`src/rtl/assert_macros.svh`:
```
// Assertion macros shared by the RTL of the wildcard key table.
// Needs signals clk and rst_n in the module that uses them.
`ifndef ASSERT_MACROS_SVH
`define ASSERT_MACROS_SVH

// Checked on every rising edge once reset has been released.
`define WK_ASSERT(lbl, prop, msg) \
  lbl: assert property (@(posedge clk) disable iff (!rst_n) (prop)) else $error(msg);

// Implication form: when cond holds, prop must hold in the same cycle.
`define WK_ASSERT_IMP(lbl, cond, prop, msg) \
  lbl: assert property (@(posedge clk) disable iff (!rst_n) (cond) |-> (prop)) \
    else $error(msg);

`endif

```
`src/rtl/wkts_pkg.sv`:
```
// Types, constants and glob-match helpers for the wildcard key table.
// No dependencies.
`default_nettype none
package wkts_pkg;

  localparam int DEF_TABLE_DEPTH   = 64;
  localparam int DEF_KEY_CHARS     = 15;
  localparam int DEF_CHAR_MAP_SIZE = 256;

  localparam int STR_BYTES = 15;
  localparam int STR_W     = STR_BYTES * 8;
  localparam int PAT_BYTES = STR_BYTES + 1;
  localparam int PAT_W     = PAT_BYTES * 8;
  localparam int ROW_W     = PAT_BYTES + 1;
  localparam int PLEN_W    = 5;
  localparam int CNT_W     = 7;
  localparam int QDEPTH    = 2;

  localparam logic [7:0] CH_STAR  = 8'h2A;
  localparam logic [7:0] CH_QMARK = 8'h3F;

  typedef enum logic [1:0] {
    REQ_ADD   = 2'd0,
    REQ_QUERY = 2'd1,
    REQ_TEST  = 2'd2,
    REQ_CLEAR = 2'd3
  } req_e_t;

  typedef enum logic {
    ST_IDLE,
    ST_SCAN
  } state_t;

  typedef logic [ROW_W-1:0] row_t;

  // One classified request, as queued between front and back.
  typedef struct packed {
    req_e_t              req;
    logic [STR_W-1:0]    key;
    logic [STR_W-1:0]    val;
    logic [7:0]          tchar;
    logic [PAT_W-1:0]    pat;
    logic [PLEN_W-1:0]   plen;
  } item_t;

  // Queue status seen by the front.
  typedef struct packed {
    logic full;
    logic valid;
  } q_stat_t;

  // Empty-key row: position j reachable when the pattern so far is all stars.
  function automatic row_t dp_init(logic [PAT_W-1:0] pat);
    row_t r;
    r[0] = 1'b1;
    for (int j = 1; j <= PAT_BYTES; j++) begin
      r[j] = r[j-1] && (pat[(j-1)*8 +: 8] == CH_STAR);
    end
    return r;
  endfunction

  // Advance the match row by one key character; a zero byte is past the key end.
  function automatic row_t dp_step(row_t cur, logic [7:0] kc, logic [PAT_W-1:0] pat);
    row_t       nx;
    logic [7:0] p;
    nx[0] = 1'b0;
    for (int j = 1; j <= PAT_BYTES; j++) begin
      p = pat[(j-1)*8 +: 8];
      if (p == CH_STAR) begin
        nx[j] = nx[j-1] || cur[j];
      end else begin
        nx[j] = cur[j-1] && ((p == CH_QMARK) || (p == kc));
      end
    end
    return (kc == 8'd0) ? cur : nx;
  endfunction

endpackage
`default_nettype wire

```
`src/rtl/wkts_front.sv`:
```
// Front end: takes input beats, trims strings and builds the query pattern.
// Depends on wkts_pkg.
`default_nettype none
module wkts_front #(
  parameter int KEY_CHARS = wkts_pkg::DEF_KEY_CHARS
) (
  input  wire logic         in_valid,
  output logic              in_stall,
  input  wire logic [1:0]   in_req_type,
  input  wire logic [63:0]  in_key_low,
  input  wire logic [55:0]  in_key_high,
  input  wire logic [63:0]  in_value_low,
  input  wire logic [55:0]  in_value_high,
  input  wire logic [7:0]   in_test_char,
  input  wire wkts_pkg::q_stat_t q_stat,
  output logic              push,
  output wkts_pkg::item_t   push_item
);
  import wkts_pkg::*;

  logic [STR_W-1:0]  key_raw, val_raw, key_n, val_n;
  logic [PAT_W-1:0]  pat;
  logic [PLEN_W-1:0] klen;
  logic              k_end, v_end, has_star;
  logic [7:0]        c;

  assign key_raw = {in_key_high, in_key_low};
  assign val_raw = {in_value_high, in_value_low};

  always_comb begin
    k_end    = 1'b0;
    v_end    = 1'b0;
    has_star = 1'b0;
    klen     = '0;
    for (int i = 0; i < STR_BYTES; i++) begin
      c = key_raw[i*8 +: 8];
      if ((c == 8'd0) || (i >= KEY_CHARS)) k_end = 1'b1;
      key_n[i*8 +: 8] = k_end ? 8'd0 : c;
      if (!k_end) klen = klen + 1'b1;
      if (!k_end && (c == CH_STAR)) has_star = 1'b1;
      c = val_raw[i*8 +: 8];
      if (c == 8'd0) v_end = 1'b1;
      val_n[i*8 +: 8] = v_end ? 8'd0 : c;
    end
    // No star: append one at the end, which turns the pattern into a prefix match.
    for (int i = 0; i < PAT_BYTES; i++) begin
      if (!has_star && (PLEN_W'(i) == klen)) begin
        pat[i*8 +: 8] = CH_STAR;
      end else if (i < STR_BYTES) begin
        pat[i*8 +: 8] = key_n[i*8 +: 8];
      end else begin
        pat[i*8 +: 8] = 8'd0;
      end
    end
  end

  assign in_stall        = q_stat.full;
  assign push            = in_valid && !q_stat.full;
  assign push_item.req   = req_e_t'(in_req_type);
  assign push_item.key   = key_n;
  assign push_item.val   = val_n;
  assign push_item.tchar = in_test_char;
  assign push_item.pat   = pat;
  assign push_item.plen  = has_star ? klen : klen + 1'b1;
endmodule
`default_nettype wire

```
`config.mk`:
```
export PLATFORM = sky130hd
export DESIGN_NAME = wkts_front
export DESIGN_NICKNAME = d
export VERILOG_FILES = /design/src/rtl/assert_macros.svh /design/src/rtl/wkts_pkg.sv /design/src/rtl/wkts_front.sv
export SDC_FILE = /design/constraint.sdc
export NUM_CORES = 1
export LEC_CHECK = 0
export BUFFER_PORTS_ARGS = -buffer_cell sky130_fd_sc_hd__buf_2
export CAP_MARGIN = 20
export CORE_AREA = 2 2 251 253
export DETAILED_ROUTE_END_ITERATION = 12
export DIE_AREA = 0 0 253 255
export MAX_ROUTING_LAYER = met4
export PLACE_DENSITY = 0.31
export SLEW_MARGIN = 15
export SYNTH_ARGS = -nofsm -noshare
export SYNTH_HDL_FRONTEND = slang
export SYNTH_SLANG_ARGS = --single-unit
```
`constraint.sdc`:
```
create_clock -name vclk -period 13.3
set_input_delay 0.665 -clock vclk [all_inputs]
set_output_delay 0.665 -clock vclk [all_outputs]
set_load 0.005 [all_outputs]
```
==> impl_metrics.json, run 1 <==
{
  "outcome": "finished clean",
  "num_vias": 8083,
  "cts_setup_buffers": 0,
  "worst-path-stages": 46,
  "post-route-period-util": 0.890,
  "syn_inst": 811,
  "cp-end-kind": "output port",
  "antenna_found_initial": 12,
  "grt_max_degree": 33,
  "yosys-top-cells-count": "198 x and2_1, 76 x nand2_1, 70 x and3_1",
  "cp-start-kind": "input port",
  "fin_ws_ns": 1.47,
  "row_count": 92,
  "cts_resized": 0,
  "netlist_area_sq_mm": 0.00505,
  "grt_usage": 0.102,
  "period_minus_slack_ns": 11.83,
  "cp_common_cell": "ha_1",
  "rsz0062_at_grt": "false",
  "yosysUniqueCellTypes": 66,
  "num_io_pins": 638,
  "ys_top_cells_by_area": "and2_1 25%, and3_1 8.7%, nand2_1 5.6%",
  "relSlewSlack": 0.307,
  "hold_viol_final": 0,
  "dp_hpwl_mm": 32.5,
  "first_pass_iters": 6,
  "grt_overflow": 0,
  "synth_top_area_frac": 0.245,
  "hold_path_class": "input port to output port",
  "wirelength_mm": 36.4,
  "vias_per_cell": 3.72,
  "cp_slowest_cell": "mux2i_4",
  "gp_congestion": 0.788,
  "final_max_slew_viol_count": 0,
  "path_delay_family": "adder cells",
  "fp.dieArea_sq_mm": 0.0645,
  "seq_area_sq_um": 0,
  "ant_nets": 0,
  "grt_pass1_wl_mm": 48.3,
  "syn_area_per_cell_sq_um": 6.23,
  "crit_arrival_ns": 11.17,
  "drc_errors": 0,
  "detail_route.wl_per_cell_microns": 16.7,
  "critPathKind": "input port to output port",
  "port_buffers": 612,
  "setup.worst_path.start": "in_key_low[16]",
  "fin_setup_tns_ns": 0,
  "fp.dieH_microns": 255,
  "cpPeakStageDelay_ns": 0.91,
  "yosysTopAreaCell": "and2_1",
  "seq_cells": 0,
  "dp_slack_ns": 1.42,
  "endpoint": "push_item[94]",
  "hold_buffers": 0,
  "drive_above_1_share": 0.475,
  "core_sq_mm": 0.0622,
  "yosysWarnings": 0,
  "worst_pin_slew_ns": 1.02,
  "nClkBuffers": 0,
  "drv_cap": 0,
  "setup_viol": 0,
  "grt_pass1_vias": 7516,
  "worst_ep_required_time_ns": 12.64,
  "start_util": 0.0813,
  "syn_to_final_growth_pct": 75.5,
  "drt_iter0_drc": 262,
  "nets": 1639,
  "yosysMostFrequentCell": "and2_1",
  "worstPathMaxFanout": 32,
  "crit_buf_inv": 6,
  "max_freq_mhz": 84.5,
  "die_w_microns": 253,
  "synth_seq_area_share": 0
}
[through the flow]
stage | util | instance area [sq um] | hold slack (ns) | std cells
finish | 0.143 | 8870 | 1.33 | 2173
CTS | 0.142 | 8850 | 1.33 | 2166
global route | 0.143 | 8870 | 1.33 | 2172
global placement | 0.142 | 8850 | 1.33 | 2166
floorplan | - | 5070 | 1.36 | 815
detailed placement | 0.142 | 8850 | 1.33 | 2166
[area by class of cell]
class,count,area [sq um]
Multi-Input combinational cell,722,4650
Antenna cell,7,17.5
Tap cell,799,1000
Inverter,28,105
Fill cell,7283,53300
Timing Repair Buffer,617,3100
[worst min path at each step]
stage / start / end / slack (ns) / cells after the start
after floorplan: q_stat[1] / push / 1.36 / 1
after global placement: in_test_char[2] / push_item[135] / 1.33 / 0
after detailed placement: in_test_char[2] / push_item[135] / 1.33 / 0
after CTS: in_test_char[2] / push_item[135] / 1.33 / 0
after global routing: in_test_char[1] / push_item[134] / 1.33 / 0
final: in_test_char[1] / push_item[134] / 1.33 / 0
[cell families after synthesis]
| family | share of synthesized area |
|---|---|
| muxes | 0.0255 |
| xor gates and xnor gates | 0.0458 |
| other | 0.000742 |
| AOI/OAI and AO/OA | 0.157 |
| and+or+nand+nor | 0.638 |
| buffers and inverters | 0.0864 |
| adders and majority gates | 0.0461 |
[layer usage]
layer  global-route usage  vias up  routed length [microns]
met2                0.201      384                    19800
li1                     -     3946                        -
met1                0.102     3712                    13200
met3               0.0144       41                     2230
met5                    -        -                        0
met4               0.0343        0                     1170
[layout by cell type, fill, tap and decap left out, types with 7 or more instances in the layout]
| cell type | Yosys | routed |
|---|---|---|
| and3_1 | 70 | 70 |
| xnor2_1 | 14 | 14 |
| diode_2 | 0 | 7 |
| nor3_1 | 14 | 11 |
| a21boi_1 | 22 | 22 |
| inv_1 | 28 | 28 |
| or4_1 | 24 | 24 |
| nand2_1 | 76 | 76 |
| nand3_1 | 21 | 21 |
| and2_1 | 198 | 198 |
| buf_2 | 1 | 612 |
| a31oi_1 | 9 | 9 |
| nand3_2 | 7 | 7 |
| ha_1 | 17 | 17 |
| nor2_1 | 42 | 42 |
| nand4_1 | 8 | 8 |
| a21oi_1 | 16 | 16 |
| nor4_1 | 39 | 39 |
| a21o_1 | 13 | 13 |
| nand2b_1 | 11 | 11 |
| o21ai_0 | 18 | 18 |
| nor2b_1 | 15 | 15 |
==> inputs of run 2 (changes only) <==
==> constraint.sdc (replaced) <==
create_clock -name vclk -period 11.4
set_input_delay 0.57 -clock vclk [all_inputs]
set_output_delay 0.57 -clock vclk [all_outputs]
set_load 0.005 [all_outputs]
==> run 2 against run 1 <==
Routed wire length about the same. Sequential share of layout area unchanged. Worst hold slack worse by 0.19 ns. Count of clock-buffer cells in the layout unchanged. Final cell count up 0.64%. Utilization up 0.31 points. Critical path type unchanged. Largest cell class unchanged. Highest routed layer unchanged.
==> impl_metrics.json, run 2 (same netlist as run 1, synthesis figures left out) <==
{
  "outcome": "finished clean",
  "total_power_mw": 0.740,
  "hold_path_class": "input port to output port",
  "cp-start-kind": "input port",
  "crit_arrival_ns": 10.12,
  "grt_overflow": 0,
  "drc_errors": 0,
  "start_util": 0.0813,
  "drt_iter0_drc": 262,
  "cp-end-kind": "output port",
  "syn_to_final_growth_pct": 79.4,
  "max_freq_mhz": 93.6,
  "multi_input_area_sq_mm": 0.00470,
  "wirelength_mm": 36.4,
  "seq_area_sq_um": 0,
  "num_vias": 8157,
  "grt_usage": 0.103,
  "die_w_microns": 253,
  "path_delay_family": "adder cells",
  "dp_hpwl_mm": 32.9,
  "mostFrequentLayoutCells": "612 x buf_2, 194 x and2_1, 76 x nand2_1",
  "seq_cells": 0,
  "core_sq_mm": 0.0622,
  "ant_nets": 0,
  "final_max_slew_viol_count": 0,
  "num_io_pins": 638,
  "detail_route.wl_per_cell_microns": 16.6,
  "cp_slowest_cell": "or4_1",
  "period_minus_slack_ns": 10.69,
  "hold_viol_final": 0,
  "final_common_cell": "buf_2",
  "grt_pass1_wl_mm": 49.0,
  "fin_ws_ns": 0.714,
  "irDropWorstVdd_mv": 0.0558,
  "drive_above_1_share": 0.490,
  "cpPeakStageDelay_ns": 0.51,
  "setup_viol": 0,
  "nets": 1656,
  "row_count": 92,
  "post-route-period-util": 0.937,
  "fp.dieH_microns": 255,
  "antenna_found_initial": 13,
  "grt_max_degree": 33,
  "cp_common_cell": "ha_1",
  "fin_setup_tns_ns": 0,
  "worstPathMaxFanout": 7,
  "port_buffers": 612,
  "leakage_nw": 4.70,
  "hold_buffers": 0,
  "grt_pass1_vias": 7658,
  "fp.dieArea_sq_mm": 0.0645,
  "nClkBuffers": 0,
  "vias_per_cell": 3.73,
  "relSlewSlack": 0.333,
  "dp_slack_ns": 0.180,
  "crit_buf_inv": 7,
  "nFillCells": 7280,
  "first_pass_iters": 4,
  "powerDensity_mw_per_mm2": 81.7,
  "drv_cap": 0,
  "worst_ep_required_time_ns": 10.83,
  "gp_congestion": 0.784,
  "rsz0062_at_grt": "false",
  "worst_pin_slew_ns": 0.995,
  "critPathKind": "input port to output port"
}
[run 2: path summary, 6_finish.rpt]
kind,from,end,slack (ns),cells after the start
setup / recovery,in_key_low[16],push_item[130],0.71,50
hold / removal,in_test_char[1],push_item[134],1.14,0
[run 2: repair_timing]
item                       CTS  global route
setup buffers                0             4
setup endpoints to repair    0           125
resized for setup            0            16
[run 2: power by group]
group          switching (mW)  leakage [nW]  internal [mW]    total (mW)
sequential                  0             0              0             0
clock                       0     0.0000229   0.0000000984  0.0000000985
combinational           0.412          4.70          0.329         0.740
total                   0.412          4.70          0.329         0.740
[run 2: area by class of cell]
| class | instances | share of cell area |
|---|---|---|
| timing repair buffer | 634 | 0.358 |
| inverter | 28 | 0.0116 |
| antenna | 4 | 0.00110 |
| tap | 799 | 0.110 |
| multi-input combinational | 722 | 0.519 |
[run 2: metal layers]
layer  up-vias  routed length (microns)  track usage  part of all wire
met1      3768                    13400        0.106              0.37
met5         -                        0            -                 0
met2       376                    20500        0.214              0.56
met3        28                     2010       0.0114             0.055
met4         0                      380      0.00879             0.010
li1       3985                        -            -                 -
[run 2: through the flow]
stage | area (sq um) | utilization | instances | hold WS, ns
2_1_floorplan | 5070 | - | 815 | 1.17
5_1_grt | 9060 | 0.146 | 2185 | 1.14
6_report | 9060 | 0.146 | 2187 | 1.14
4_1_cts | 8950 | 0.144 | 2179 | 1.14
3_5_place_dp | 8950 | 0.144 | 2179 | 1.14
3_3_place_gp | 8950 | 0.144 | 2179 | 1.14
Note: power is estimated with default switching activity, not from simulation.
